File: src/hw/rtl/cotq_pkg.sv
// ----------------------------------------------------------------------------
// cotq_pkg
// Shared constants and types for the conveyor object type queue.
// ----------------------------------------------------------------------------
package cotq_pkg;

	localparam int QUEUE_DEPTH = 16;
	localparam int PTR_W       = (QUEUE_DEPTH > 1) ? $clog2(QUEUE_DEPTH) : 1;
	localparam int CNT_W       = $clog2(QUEUE_DEPTH + 1);

	localparam int LIMIT_W = 10;
	localparam int CLASS_W = 2;
	localparam int TOTAL_W = 16;
	localparam int INDEX_W = 2;

	localparam logic [CLASS_W-1:0] CLS_EMPTY  = 2'd0;
	localparam logic [CLASS_W-1:0] CLS_LARGE  = 2'd1;
	localparam logic [CLASS_W-1:0] CLS_MEDIUM = 2'd2;
	localparam logic [CLASS_W-1:0] CLS_SMALL  = 2'd3;

	localparam logic ACT_SAMPLE  = 1'b0;
	localparam logic ACT_DEQUEUE = 1'b1;

	localparam logic [INDEX_W-1:0] REG_EMPTY_LIMIT  = 2'd0;
	localparam logic [INDEX_W-1:0] REG_SMALL_LIMIT  = 2'd1;
	localparam logic [INDEX_W-1:0] REG_MEDIUM_LIMIT = 2'd2;

	localparam logic [LIMIT_W-1:0] EMPTY_LIMIT_RST  = 10'd64;
	localparam logic [LIMIT_W-1:0] SMALL_LIMIT_RST  = 10'd128;
	localparam logic [LIMIT_W-1:0] MEDIUM_LIMIT_RST = 10'd213;

	typedef struct packed {
		logic capture;
		logic exec;
		logic load;
	} cmd_t;

endpackage

File: src/hw/rtl/conveyor_object_type_queue.sv
// ----------------------------------------------------------------------------
// conveyor_object_type_queue
// Classes sensor samples, queues object types on empty-to-object edges,
// and hands back the oldest type on a dequeue request.
// ----------------------------------------------------------------------------
//  channel  handshake           payload
//  in       in_valid/in_stall   action, sample_value
//  out      out_valid/out_stall class_now, new_object, object_number,
//                               overflow_drop, dequeued_type, queue_was_empty
//  cfg      cfg_valid/cfg_ready cfg_index, cfg_data
//
//  Each item steps through capture, execute (compare, FIFO update, type store
//  read) and load result word; in_stall holds off the next item until the load.
//  The output register holds one word; a new item is taken while it waits,
//  and its load waits for out_stall to drop. No clearing pass after reset.
// ----------------------------------------------------------------------------
module conveyor_object_type_queue (
	input  logic                             clk,
	input  logic                             arst_n,
	input  logic                             in_valid,
	output logic                             in_stall,
	input  logic                             action,
	input  logic [cotq_pkg::LIMIT_W-1:0]     sample_value,
	output logic                             out_valid,
	input  logic                             out_stall,
	output logic [cotq_pkg::CLASS_W-1:0]     class_now,
	output logic                             new_object,
	output logic [cotq_pkg::TOTAL_W-1:0]     object_number,
	output logic                             overflow_drop,
	output logic [cotq_pkg::CLASS_W-1:0]     dequeued_type,
	output logic                             queue_was_empty,
	input  logic                             cfg_valid,
	output logic                             cfg_ready,
	input  logic [cotq_pkg::INDEX_W-1:0]     cfg_index,
	input  logic [cotq_pkg::LIMIT_W-1:0]     cfg_data
);

	cotq_pkg::cmd_t cmd;

	assign cfg_ready = 1'b1;

	cotq_ctrl u_ctrl (
		.clk       (clk),
		.arst_n    (arst_n),
		.in_valid  (in_valid),
		.in_stall  (in_stall),
		.out_valid (out_valid),
		.out_stall (out_stall),
		.cmd       (cmd)
	);

	cotq_datapath u_datapath (
		.clk             (clk),
		.arst_n          (arst_n),
		.cmd             (cmd),
		.action          (action),
		.sample_value    (sample_value),
		.cfg_valid       (cfg_valid),
		.cfg_index       (cfg_index),
		.cfg_data        (cfg_data),
		.class_now       (class_now),
		.new_object      (new_object),
		.object_number   (object_number),
		.overflow_drop   (overflow_drop),
		.dequeued_type   (dequeued_type),
		.queue_was_empty (queue_was_empty)
	);

endmodule

File: src/hw/rtl/cotq_ctrl.sv
// ----------------------------------------------------------------------------
// cotq_ctrl
// Sequencer: capture, execute, load result word; tracks the output register.
// ----------------------------------------------------------------------------
module cotq_ctrl (
	input  logic          clk,
	input  logic          arst_n,
	input  logic          in_valid,
	output logic          in_stall,
	output logic          out_valid,
	input  logic          out_stall,
	output cotq_pkg::cmd_t cmd
);

	typedef enum logic [2:0] {
		ST_IDLE = 3'b001,
		ST_EXEC = 3'b010,
		ST_LOAD = 3'b100
	} state_t;

	state_t state_q;
	state_t state_d;
	logic   out_full_q;
	logic   out_fire;
	logic   load_ok;

	assign out_fire  = out_full_q & ~out_stall;
	assign load_ok   = (state_q == ST_LOAD) & (~out_full_q | ~out_stall);
	assign in_stall  = (state_q != ST_IDLE);
	assign out_valid = out_full_q;

	assign cmd.capture = (state_q == ST_IDLE) & in_valid;
	assign cmd.exec    = (state_q == ST_EXEC);
	assign cmd.load    = load_ok;

	always_comb begin
		state_d = state_q;
		case (state_q)
			ST_IDLE: begin
				if (in_valid) state_d = ST_EXEC;
			end
			ST_EXEC: begin
				state_d = ST_LOAD;
			end
			ST_LOAD: begin
				if (load_ok) state_d = ST_IDLE;
			end
			default: begin
				state_d = ST_IDLE;
			end
		endcase
	end

	always_ff @(posedge clk or negedge arst_n) begin
		if (!arst_n) begin
			state_q    <= ST_IDLE;
			out_full_q <= 1'b0;
		end else begin
			state_q <= state_d;
			if (load_ok) out_full_q <= 1'b1;
			else if (out_fire) out_full_q <= 1'b0;
		end
	end

endmodule

File: src/hw/rtl/cotq_datapath.sv
// ----------------------------------------------------------------------------
// cotq_datapath
// Threshold classifier, edge detect, ring FIFO of types, counter, result word.
// ----------------------------------------------------------------------------
module cotq_datapath (
	input  logic                             clk,
	input  logic                             arst_n,
	input  cotq_pkg::cmd_t                   cmd,
	input  logic                             action,
	input  logic [cotq_pkg::LIMIT_W-1:0]     sample_value,
	input  logic                             cfg_valid,
	input  logic [cotq_pkg::INDEX_W-1:0]     cfg_index,
	input  logic [cotq_pkg::LIMIT_W-1:0]     cfg_data,
	output logic [cotq_pkg::CLASS_W-1:0]     class_now,
	output logic                             new_object,
	output logic [cotq_pkg::TOTAL_W-1:0]     object_number,
	output logic                             overflow_drop,
	output logic [cotq_pkg::CLASS_W-1:0]     dequeued_type,
	output logic                             queue_was_empty
);

	logic [cotq_pkg::LIMIT_W-1:0] empty_limit_q;
	logic [cotq_pkg::LIMIT_W-1:0] small_limit_q;
	logic [cotq_pkg::LIMIT_W-1:0] medium_limit_q;

	logic                         action_q;
	logic [cotq_pkg::LIMIT_W-1:0] sample_q;

	logic [cotq_pkg::CLASS_W-1:0] last_class_q;
	logic [cotq_pkg::PTR_W-1:0]   head_q;
	logic [cotq_pkg::PTR_W-1:0]   tail_q;
	logic [cotq_pkg::CNT_W-1:0]   count_q;
	logic [cotq_pkg::TOTAL_W-1:0] total_q;

	logic [cotq_pkg::CLASS_W-1:0] mem_q [cotq_pkg::QUEUE_DEPTH];
	logic [cotq_pkg::CLASS_W-1:0] rd_q;

	logic [cotq_pkg::CLASS_W-1:0] res_cls_q;
	logic                         res_new_q;
	logic                         res_drop_q;
	logic                         res_empty_q;
	logic                         res_pop_q;

	logic [cotq_pkg::CLASS_W-1:0] cls;
	logic                         is_sample;
	logic                         rise;
	logic                         full;
	logic                         empty;
	logic                         push;
	logic                         pop;
	logic [cotq_pkg::PTR_W-1:0]   tail_nx;
	logic [cotq_pkg::PTR_W-1:0]   head_nx;

	always_comb begin
		if (sample_q < empty_limit_q) cls = cotq_pkg::CLS_EMPTY;
		else if (sample_q < small_limit_q) cls = cotq_pkg::CLS_SMALL;
		else if (sample_q < medium_limit_q) cls = cotq_pkg::CLS_MEDIUM;
		else cls = cotq_pkg::CLS_LARGE;
	end

	assign is_sample = (action_q == cotq_pkg::ACT_SAMPLE);
	assign rise      = (last_class_q == cotq_pkg::CLS_EMPTY) & (cls != cotq_pkg::CLS_EMPTY);
	assign full      = (count_q == cotq_pkg::CNT_W'(cotq_pkg::QUEUE_DEPTH));
	assign empty     = (count_q == '0);
	assign push      = cmd.exec & is_sample & rise & ~full;
	assign pop       = cmd.exec & ~is_sample & ~empty;

	assign tail_nx = (tail_q == cotq_pkg::PTR_W'(cotq_pkg::QUEUE_DEPTH - 1)) ? '0 : tail_q + 1'b1;
	assign head_nx = (head_q == cotq_pkg::PTR_W'(cotq_pkg::QUEUE_DEPTH - 1)) ? '0 : head_q + 1'b1;

	always_ff @(posedge clk or negedge arst_n) begin
		if (!arst_n) begin
			empty_limit_q  <= cotq_pkg::EMPTY_LIMIT_RST;
			small_limit_q  <= cotq_pkg::SMALL_LIMIT_RST;
			medium_limit_q <= cotq_pkg::MEDIUM_LIMIT_RST;
		end else if (cfg_valid) begin
			case (cfg_index)
				cotq_pkg::REG_EMPTY_LIMIT:  empty_limit_q  <= cfg_data;
				cotq_pkg::REG_SMALL_LIMIT:  small_limit_q  <= cfg_data;
				cotq_pkg::REG_MEDIUM_LIMIT: medium_limit_q <= cfg_data;
				default: begin
				end
			endcase
		end
	end

	always_ff @(posedge clk or negedge arst_n) begin
		if (!arst_n) begin
			last_class_q <= cotq_pkg::CLS_EMPTY;
			head_q       <= '0;
			tail_q       <= '0;
			count_q      <= '0;
			total_q      <= '0;
		end else if (cmd.exec) begin
			if (is_sample) last_class_q <= cls;
			if (push) begin
				tail_q  <= tail_nx;
				count_q <= count_q + 1'b1;
				total_q <= total_q + 1'b1;
			end
			if (pop) begin
				head_q  <= head_nx;
				count_q <= count_q - 1'b1;
			end
		end
	end

	// type store: one write port (tail), one registered read port (head)
	always_ff @(posedge clk) begin
		if (push) mem_q[tail_q] <= cls;
		if (cmd.exec) rd_q <= mem_q[head_q];
	end

	always_ff @(posedge clk) begin
		if (cmd.capture) begin
			action_q <= action;
			sample_q <= sample_value;
		end
		if (cmd.exec) begin
			res_cls_q   <= is_sample ? cls : cotq_pkg::CLS_EMPTY;
			res_new_q   <= is_sample & rise & ~full;
			res_drop_q  <= is_sample & rise & full;
			res_empty_q <= ~is_sample & empty;
			res_pop_q   <= ~is_sample & ~empty;
		end
		if (cmd.load) begin
			class_now       <= res_cls_q;
			new_object      <= res_new_q;
			object_number   <= total_q;
			overflow_drop   <= res_drop_q;
			dequeued_type   <= res_pop_q ? rd_q : cotq_pkg::CLS_EMPTY;
			queue_was_empty <= res_empty_q;
		end
	end

endmodule

File: config.mk
export PLATFORM = sky130hd
export DESIGN_NAME = conveyor_object_type_queue
export DESIGN_NICKNAME = d
export VERILOG_FILES = /design/src/hw/rtl/cotq_pkg.sv /design/src/hw/rtl/conveyor_object_type_queue.sv /design/src/hw/rtl/cotq_ctrl.sv /design/src/hw/rtl/cotq_datapath.sv
export SDC_FILE = /design/constraint.sdc
export NUM_CORES = 1
export LEC_CHECK = 0
export BUFFER_PORTS_ARGS = -buffer_cell sky130_fd_sc_hd__buf_2
export CAP_MARGIN = 10
export CORE_MARGIN = 2
export CORE_UTILIZATION = 55
export DETAILED_ROUTE_END_ITERATION = 8
export PLACE_DENSITY = 0.74
export REMOVE_ABC_BUFFERS = 1
export SYNTH_ARGS = -nofsm -noshare
export SYNTH_HDL_FRONTEND = slang
export SYNTH_HIERARCHICAL = 1
export SYNTH_SLANG_ARGS = --single-unit
export TNS_END_PERCENT = 30
File: constraint.sdc
create_clock -name clk -period 5.11 [get_ports clk]
set_input_delay 0.7665 -clock clk [delete_from_list [all_inputs] [get_ports clk]]
set_output_delay 0.7665 -clock clk [all_outputs]
set_load 0.05 [all_outputs]
---- After elaboration in Yosys (flattened, before gate mapping) ----
Memories as Yosys holds them, arrays and structs flattened. A register that Yosys moved wholly into a read port is not among the register bits.
Index checks and enable logic that the tools add are counted.
operators by class
  add/subtract/negate cells ............... 5
  magnitude comparators ................... 3
  eq/ne operators ......................... 11
  multiplexer cells ....................... 14
  bitwise gates (word level) .............. 20
  reductions and logical operators ........ 14
operator list
  kind                                                                   count
  10-bit less-than comparator                                            3
  16-bit by 1-bit adder with 16-bit output, second input constant        1
  2-bit AND reduction                                                    8
  1-bit bitwise AND                                                      14
  5-bit two-way mux                                                      2
  3-bit case mux with 3 select lines                                     1
  4-bit by 1-bit adder with 4-bit output, second input constant          2
  4-bit equality test, second input constant                             2
  4-bit two-way mux                                                      2
  2-bit two-way mux                                                      3
  3-bit two-way mux                                                      2
  2-bit nonzero test                                                     3
  5-bit by 1-bit adder with 5-bit output, second input constant          1
  5-bit equality test, second input constant                             1
  5-bit zero test                                                        1
  1-bit inverter                                                         5
  5-bit by 1-bit subtractor with 5-bit output, second input constant     1
  2-bit zero test                                                        2
  1-bit two-way mux                                                      4
  3-bit by 1-bit equality test with 1-bit output, second input constant  1
  3-bit by 2-bit equality test with 1-bit output, second input constant  1
  3-bit equality test, second input constant                             1
  3-bit by 1-bit != test with 1-bit output, second input constant        1
  2-bit by 1-bit equality test with 1-bit output, second input constant  1
  other kinds (4)                                                        4
storage, ports and cells
  flip-flop bits (word level) ............. 105
  RAM bits ................................ 32
  memories ................................ 1
memories
  name              depth  bits a word  rd ports  clocked after memory_dff  wr ports  line                 text
  u_datapath.mem_q  16     2            1         1                         1         cotq_datapath.sv:35  logic [cotq_pkg::CLASS_W-1:0] mem_q [cotq_pkg::QUEUE_DEPTH];

---- Longest topological paths before layout ----
  word-level depth ........................ 10
  gate-level depth with buffers ........... 10
  gate-level depth less buffers ........... 10

---- Modules after synthesis ----
The synthesis kept the hierarchy.
modules (own cells, without submodules)
  module                      instances  cells each  area an instance (µm²)  seq. area each (µm²)
  cotq_datapath               1          431         6137.1                  3757.4
  cotq_ctrl                   1          18          216.5                   101.3
  conveyor_object_type_queue  1          2           11.3                    0.0

---- Least setup slack after synthesis ----
OpenSTA, ideal clock, no wires.
  path type ............................... reg2reg
  start ................................... register u_ctrl.state_q[2]
  end ..................................... memory u_datapath/mem_q[0][0] in the netlist's numbering (enable)
  data arrival time ....................... 2176 ps
  data required time ...................... 4781 ps
  path slack .............................. 2605 ps
  cell stages (with the launch flop) ...... 8
  path buffers ............................ 1
  period minus slack after synthesis ...... 2505 ps
  cell sequence ........................... dfrtp_1 > nor3b_2 > nand2_1 > and3b_4 > o21a_4 > buf_2 > nand2_1 > nor3_1
RTL lines
  what                      line                 text
  start: declaration        cotq_ctrl.sv:21      state_t state_q;
  start signal: assignment  cotq_ctrl.sv:59      state_q <= state_d;
  end: declaration          cotq_datapath.sv:35

==> run_results.csv <==
group,metric,value,unit
run_status,status,"finished clean",
global_routing,grt_pass1_wl,19.5,mm
synthesis,synth-seq-cells,139,
global_routing,grtUsageTotal,20.2,%
sta,finalCritPeriodShare,56.8,%
route,via_per_inst,5.61,
clock_network,post_cts_resized,0,
route,firstDrtPassIters,4,
global_routing,grt_overflow,0,
power_and_ir_drop,irDropWorstVdd,402,uV
setup_path,rr_worst_depth,6,
setup_path,crit_required,5.18,ns
route,first_iter_violations,275,
clock_network,cts_buffers,17,
clock_network,clkSinkCount,139,
worst_hold_path,min_from,"u_datapath/res_cls_q[1]",
synthesis,synth-edff-count,74,
setup_path,r2r-start,"u_ctrl/state_q[2]",
floorplan,core-area,11400,um^2
place,gp_congestion,0.829,
sta,worstMarginPinSlew,1.02,ns
setup_path,critPathArrivalTime,2.97,ns
floorplan,num_rows,39,
sta,max_slew_margin,31.9,%
sta,finalCriticalPeriod,2.90,ns
route,ant_nets,0,
worst_hold_path,hold_end,"u_datapath/class_now[1]",
synthesis,synth_top_area_share,34.9,%
route,wirelength,11.5,mm
layout,nNetsFinal,578,
floorplan,io_pins,54,
setup_path,endpoint_kind,"flop",
clock_network,holdBufCountCts,0,
setup_path,crit_path_top_delay_cell,"nor3b_2",
sta,tns,0,ns
global_routing,grt_max_degree,66,
place,dp_slack,2.27,ns
clock_network,post_cts_buffers,0,
worst_hold_path,hp-class,"reg -> reg",
clock_network,clk_latency,0.41,ns
clock_network,cts_buffer_depth,2,
synthesis,yosysTopAreaCell,"edfxtp_1",
place,dpl_cell_area,6760,um^2
synthesis,synthCells,451,
layout,fill_cells,830,
setup_path,crit_path_frequent_cell,"nand2_1",
worst_hold_path,whs_path_depth,0,
sta,slew_violations,0,
global_routing,first_global_vias,3866,
synthesis,ys_types,66,
place,dp_hpwl,8.04,mm
global_routing,grt_antenna_before_repair,0,
synthesis,synthTopCellsByArea,"edfxtp_1, dfrtp_1, ha_1",
setup_path,reg2reg_slack,2.21,ns
setup_path,cpPeakStageDelay,0.68,ns
setup_path,r2r-end,"u_datapath/mem_q[0][0]",
route,vias,3750,
sta,skew,0.00491,ns
sta,max_freq,0.345,GHz
clock_network,cts_max_level,4,
job,maxCapViolCount,0,
floorplan,die_h,112,um
layout,drive_above_1_share,27.6,%
setup_path,crit_chain,"nor3b_2 -> nand2_1 -> and3b_4 -> o21a_4 -> nand2_1 -> nor3_1",
sta,timing.final.hold_violations,0,
floorplan,fp.dieArea,12400,um^2
route,wl_per_cell,17.1,um
sta,layout_setup_ws,2.21,ns
clock_network,tritoncts,"done",
clock_network,clk_pin_slew,0.05,ns
place,io_buffers,52,
synthesis,ys_seq_area_share,60.6,%
floorplan,initial_core_util,56.0,%
synthesis,postSynth.asyncResetShare,46.8,%
synthesis,ys.flop_type,"edfxtp_1",
synthesis,avgSynthCellArea,14.1,um^2
sta,final-setup-viol-count,0,
floorplan,die_w,112,um
clock_network,clockRootBuffer,"clkbuf_16",
synthesis,yosys_warnings,6,
route,drc_errors,0,
power_and_ir_drop,power_per_cell_area,477,nW/um^2
setup_path,startpoint_type,"flop",
layout,fin_util,64.6,%
power_and_ir_drop,power.leakage,3.15,nW
setup_path,crit_fanout,31,
sta,rsz0062_at_grt,"no",
layout,syn_to_final_growth,15.3,%
setup_path,critPathKind,"reg -> reg",
layout,diodes,0,
layout,design_area,7340,um^2
synthesis,syn_area,6360,um^2
==> placed cells by master, fill, tap and decap left out, types with 10 or more instances in the layout <==
cell type,synthesis,layout
edfxtp_1,74,74
dfrtp_1,57,57
buf_2,2,52
inv_1,38,38
ha_1,36,36
nand2_1,32,32
mux2_2,24,24
clkbuf_16,0,17
and3_1,15,15
o21ai_0,15,15
nor3_1,12,12
xnor2_1,12,12
a21oi_1,11,11
mux4_2,10,10
==> cells in the mapped netlist (2+ instances only) <==
cell type,instances
a2111oi_0,2
a211oi_1,3
a21o_1,5
a21oi_1,11
a22o_1,2
and2_1,4
and3_1,15
and4bb_2,2
buf_2,2
buf_4,3
clkbuf_1,6
dfrtp_1,57
dfstp_2,8
edfxtp_1,74
ha_1,36
inv_1,38
mux2_2,24
mux4_2,10
nand2_1,32
nand2b_1,2
nand3_1,4
nand3b_1,2
nand4_1,5
nor2_1,8
nor2b_1,3
nor3_1,12
nor3b_2,2
nor4bb_1,2
o211ai_1,3
o21a_1,4
o21ai_0,15
or3b_1,2
xnor2_1,12
xor2_1,9
==> worst max path at each step <==
stage                     depth (start not counted)                     end              start  slack [ns]
after floorplan                                   8   u_datapath/count_q[4]  u_ctrl/state_q[2]        2.61
after global placement                            6  u_datapath/mem_q[1][0]  u_ctrl/state_q[2]        2.40
after detailed placement                          6  u_datapath/mem_q[1][1]  u_ctrl/state_q[2]        2.27
after CTS                                         6  u_datapath/mem_q[0][0]  u_ctrl/state_q[2]        2.20
after global routing                              6  u_datapath/mem_q[0][1]  u_ctrl/state_q[1]        1.93
final                                             6  u_datapath/mem_q[0][0]  u_ctrl/state_q[2]        2.21
==> worst max-delay path: cells and delay by family (launching register included) <==
family           cells  cell delay (ns)
AND/OR/NAND/NOR      5             1.73
flip-flops           1             0.46
AO/OA/AOI/OAI        1             0.36
==> registers in the layout, indices dropped and copies added, names as in the netlist, 2 cells and up <==
name	cells
u_datapath/last_class_q	2
u_datapath/total_q	16
u_datapath/tail_q	4
u_datapath/sample_q	10
u_datapath/head_q	4
u_datapath/medium_limit_q	10
u_datapath/small_limit_q	10
u_datapath/dequeued_type	2
u_datapath/mem_q	32
u_datapath/res_cls_q	2
u_datapath/count_q	5
u_datapath/class_now	2
u_datapath/object_number	16
u_datapath/rd_q	2
u_ctrl/state_q	3
u_datapath/empty_limit_q	10
==> layer usage <==
metal  share of wire, %  global-route usage, %  vias to the layer above  wire, um
met1                 43                   24.9                     1866      4910
met2                 51                   34.0                      100      5800
met5                  0                      0                        -         0
li1                   -                      -                     1775         -
met3                5.7                   6.80                        9       648
met4               0.94                   6.34                        0       108
==> area by class of cell <==
type	instances	area [um^2]	area share, %
clock inverters	9	123	1.67
well taps	143	179	2.44
inverters	39	146	1.99
flip-flops and latches	139	3860	52.6
clock buffers	23	458	6.24
repair buffers	55	283	3.85
multi-input cells	261	2290	31.2
==> logic make-up (layout without fill, tap and decap cells) <==
family	Yosys count	count (layout)	synth area share, %
compound gates	56	56	6.41
simple gates	109	109	10.8
other cells	1	1	0.0589
mux	37	37	8.53
buf+inv	51	126	3.34
xor+xnor	21	21	2.89
fa+ha+maj	37	37	7.39
flops	139	139	60.6
==> through the flow <==
step	std cells	hold slack [ns]	total power, mW
floorplan	439	0.400	2.09
global placement	637	0.408	2.29
detailed placement	637	0.410	2.32
CTS	669	0.424	3.53
global route	669	0.427	3.69
finish	669	0.417	3.50
==> power breakdown <==
| group | total, mW | internal, mW | leakage [nW] | switching (mW) |
|---|---|---|---|---|
| clock network | 1.20 | 0.775 | 0.276 | 0.426 |
| registers | 1.54 | 1.40 | 1.49 | 0.133 |
| logic | 0.763 | 0.318 | 1.38 | 0.444 |
| total | 3.50 | 2.50 | 3.15 | 1.00 |
No activity file was read; power rests on OpenSTA's default activity.
